`src/adsr_mul.sv`:
```
// ----------------------------------------------------------------------------
// ADSR shared multiplier
// Signed multiplier with registered product, shared by the decay and release steps and the sample scaling.
// ----------------------------------------------------------------------------
`default_nettype none

module adsr_mul #(
    parameter int A_W = 26,
    parameter int B_W = 26
) (
    input  wire logic                     clk,
    input  wire logic                     load,
    input  wire logic signed [A_W-1:0]    op_a,
    input  wire logic signed [B_W-1:0]    op_b,
    output logic signed [A_W+B_W-1:0]     prod
);

    logic signed [A_W+B_W-1:0] prod_reg;

    always_ff @(posedge clk)
    begin
        if (load)
        begin
            prod_reg <= op_a * op_b;
        end
    end

    assign prod = prod_reg;

endmodule : adsr_mul

`default_nettype wire

```
`config.mk`:
```
export PLATFORM = sky130hd
export DESIGN_NAME = adsr_mul
export DESIGN_NICKNAME = d
export VERILOG_FILES = /design/src/adsr_mul.sv
export SDC_FILE = /design/constraint.sdc
export NUM_CORES = 2
export LEC_CHECK = 0
export BUFFER_PORTS_ARGS = -buffer_cell sky130_fd_sc_hd__buf_2
export CAP_MARGIN = 20
export CORE_UTILIZATION = 50
export CTS_BUF_LIST = sky130_fd_sc_hd__clkbuf_16
export CTS_CLUSTER_DIAMETER = 40
export DETAILED_ROUTE_END_ITERATION = 7
export PLACE_DENSITY_LB_ADDON = 0.15
export SKIP_CTS_REPAIR_TIMING = 1
export SLEW_MARGIN = 20
export SYNTH_ARGS = -nofsm -noshare
export SYNTH_HDL_FRONTEND = slang
export SYNTH_SLANG_ARGS = --single-unit
```
`constraint.sdc`:
```
create_clock -name clk -period 10.91 [get_ports clk]
set_input_delay 1.091 -clock clk [delete_from_list [all_inputs] [get_ports clk]]
set_output_delay 1.091 -clock clk [all_outputs]
set_load 0.05 [all_outputs]
```
# --- After elaboration in Yosys (flattened, before gate mapping) ---
# Index checks and enable logic that the tools add are counted.
word_totals:
  register_bits: 52
  in_bits: 54
  out_inout_bits: 52
classes:
  mul: 1
ops:
  columns: ["cell", "count"]
  rows:
  - ["$mul 26x26->52", 1]

# --- Logic depth before layout (Yosys ltp) ---
logic_depth:
  ltp_word: 1
  depth_mapped: 26

# --- Worst setup path after synthesis ---
# OpenSTA, ideal clock, no wires.
synth_timing:
  path_type: "input-to-reg"
  from: "input op_a[25]"
  to: "register prod_reg[44] (netlist: prod[44]) (data pin)"
  t_arrival_ns: 7.381
  path_slack_ns: 3.263
  cell_stages: 22
  path_buffers: 1
  path_cell_list: "clkbuf_1 > nand2_1 > inv_1 > fa_1 > fa_1 > inv_1 > fa_1 > inv_1 > fa_1 > fa_1 > fa_1 > inv_1 > fa_1 > inv_1 > ha_1 > nand2_1 > or4_1 > or4_1 > o211ai_1 > a21oi_2 > o21ai_1 > xor2_1"
synth_between:
  elab_chain_len: 1
synth_lines:
  columns: ["element", "line", "rtl"]
  rows:
  - ["start, declared", "13", "input wire logic signed [A_W-1:0] op_a,"]
  - ["$mul 26x26->52", "24", "prod_reg <= op_a * op_b;"]
  - ["end signal, assigned", "24", null]
  - ["end, declared", "18", "logic signed [A_W+B_W-1:0] prod_reg;"]
# No other way between the ends.
# A chain may end at the register's enable or synchronous reset.

# --- Worst setup path in the final report ---
layout_timing:
  from: "input op_b[2]"
  to: "register prod_reg[48] (netlist: prod[48]) (data pin)"
layout_between:
  elab_chain_len: 1
layout_lines:
  columns: ["element", "line", "rtl"]
  rows:
  - ["start, declared", "14", "input wire logic signed [B_W-1:0] op_b,"]
  - ["$mul 26x26->52", "24", null]
# No other way between the ends.

==> out/metrics.csv <==
stage,metric,value,unit
grt,global-route wire length before repair,107,mm
timing,Final min period,8.41,ns
flow_run,max_cap viols,0,
logic_synthesis,Post-synth top flop,edfxtp_1,
timing,Setup TNS Final,0,ns
grt,All-Layer GR Usage,26.1,%
clock_tree,CTS tree,built,
grt,largest net degree at the start of global routing,53,
worst_setup_path,"Arr. time, crit path",8.46,ns
timing,Fin Hold WS,1.34,ns
die,core box area,0.0515,mm^2
placement,I/O Buffers,105,
cells_and_area,share of layout cells above drive strength 1,4.72,%
worst_hold_path,hold path cells,1,
cells_and_area,# diodes,0,
timing,final setup fails,0,
die,chip width,231,um
grt,vias in the first global route,20300,
clock_tree,clk slew on worst S/H paths,0.08,ns
clock_tree,H-tree lvl count,2,
drt,post-DR vias/cell,5.26,
timing,RSZ-0062 raised after global routing,false,
grt,initial antenna violation count,1,
clock_tree,Num CTS Buffers,5,
timing,Max Clk Rate,119,MHz
die,I/O pins,106,
cells_and_area,Fillers,4854,
logic_synthesis,synthesized area per cell,9.46,um^2
worst_hold_path,Min-Delay Startpoint,load,
drt,Vias,18000,
drt,Remaining DRCs,0,
clock_tree,clk sink count,52,
logic_synthesis,register bit total from synthesis,52,
worst_setup_path,critical path peak fanout,26,
run_status,status,completed,
logic_synthesis,sequential fraction of the synthesis area,5.97,%
logic_synthesis,Synth area leaders,"fa_1 (54%), inv_1 (11%), ha_1 (7.0%), and2_1 (6.7%), edfxtp_1 (6.0%)",
logic_synthesis,"area leader, netlist",fa_1,
clock_tree,Max Root-Sink Buffers,2,
worst_setup_path,critical path class,primary input to flop,
worst_hold_path,Worst Hold Class,primary input to flop,
die,chip height,231,um
worst_hold_path,WHS Endpoint,prod[50],
logic_synthesis,Ys Warns,0,
logic_synthesis,async set-reset flop share out of synthesis,0,%
worst_setup_path,CP Data Required Time,10.96,ns
timing,crit share post-route,77.1,%
drt,post-route ant nets,0,
cells_and_area,max reg flops,52,
placement,gpl congestion,0.893,
logic_synthesis,post-synthesis cell area,0.0261,mm^2
timing,Worst Max-Slew Pin Slew,1.03,ns
cells_and_area,Final nets,3662,
logic_synthesis,Syn Inst Count,2763,
logic_synthesis,"top cells by count, synth","inv_1 (737), fa_1 (710), nand2_1 (398), and2_1 (281), ha_1 (146)",
placement,DP HPWL,55.0,mm
logic_synthesis,number of synthesized flops with an enable pin,52,
worst_setup_path,crit start category,primary input,
drt,DRT iter0 DRCs,1061,
die,num rows,83,
worst_setup_path,Worst setup EP type,flop,
logic_synthesis,Yosys cell types,54,
logic_synthesis,share of the synthesized area in the top cell type,54.4,%
logic_synthesis,syn_nets,3673,
die,Die ar.,0.0532,mm^2
grt,Congestion Overflow GR,0,
timing,slew margin rel.,31.4,%
clock_tree,Root Driver,clkbuf_16,
timing,fin. max-slew vios,0,
drt,Initial DRT Pass Iterations,5,
logic_synthesis,dominant cell by count in the synthesized netlist,inv_1,
cells_and_area,area growth from synthesis to final layout,4.09,%
drt,routed wire length,65.6,mm
drt,Routed WL per cell,19.1,um
die,Starting Density,50.7,%
timing,hold violation total from the final report,0,
[cell families after synthesis]
family,Yosys count,share of synthesized area [%]
AOI/OAI and AO/OA,160,4.08
DFF,52,5.97
buffers and inverters,860,12.4
xor gates and xnor gates,57,1.91
and+or+nand+nor,778,14.3
adders and majority gates,856,61.4
[worst max path at each step]
stage / cells after the start / endpoint / start
6_report: 21 / prod[48] / op_b[2]
5_1_grt: 22 / prod[51] / op_b[2]
4_1_cts: 22 / prod[51] / op_b[2]
3_5_place_dp: 21 / prod[48] / op_b[2]
3_3_place_gp: 21 / prod[44] / op_b[2]
2_1_floorplan: 22 / prod[44] / op_a[25]
[cells in the final DEF, fill, tap and decap left out, types with 3 or more instances in the layout]
cell type	synthesis	final
a211oi_1	8	8
a21o_1	18	18
a21oi_1	55	55
a31oi_1	4	4
and2_1	281	281
buf_2	1	104
clkbuf_16	0	5
edfxtp_1	52	52
fa_1	710	710
ha_1	146	146
inv_1	737	737
nand2_1	398	398
nand2b_1	7	7
nand3_1	11	11
nand4_1	11	11
nor2_1	50	50
nor3_1	4	4
o2111ai_1	3	3
o211ai_1	7	7
o21a_1	4	4
o21ai_0	25	25
o21bai_1	8	8
or2_2	3	3
or3_1	3	3
or4_1	3	3
xnor2_1	46	46
xor2_1	11	11
[layout make-up]
type                       count  area [um^2]  area share, %
clock buffer                   5          125          0.460
clock inverter                 3         28.8          0.106
inverter                     737         2770           10.2
multi-input combinational   1851        21300           78.5
sequential                    52         1560           5.74
tap                          680          851           3.13
timing repair buffer         105          528           1.94
[critical path, stage by stage]
cell,delay (ns)
buf_2,0.46
nand2_1,0.19
inv_1,0.16
fa_1,0.54
fa_1,0.48
fa_1,1.00
inv_1,0.42
fa_1,0.59
inv_1,0.06
fa_1,0.54
inv_1,0.05
fa_1,0.47
inv_1,0.04
ha_1,0.41
nand2_1,0.12
or4_1,0.54
or4_1,0.49
o211ai_1,0.35
a21oi_2,0.16
o211ai_2,0.17
xnor2_1,0.09
[per-layer routing]
| metal | GRT usage (%) | share of wire [%] |
|---|---|---|
| met1 | 32.2 | 39 |
| met2 | 48.5 | 54 |
| met3 | 1.70 | 3.3 |
| met4 | 8.22 | 3.6 |
| met5 | 0 | 0.020 |
[metrics by stage]
stage          area [um^2]  utilization, %  setup slack [ns]  cells
5_1_grt              27200            52.8              2.09   3433
4_1_cts              27200            52.8              2.47   3433
3_5_place_dp         27100            52.5              2.20   3425
3_3_place_gp         27100            52.5              2.31   3425
2_1_floorplan        26100               -              3.26   2763
6_report             27200            52.8              2.50   3433
Power is left out: the tool's default activity adds up to more than one toggle a clock period on the data nets, which glitch-free logic cannot reach.
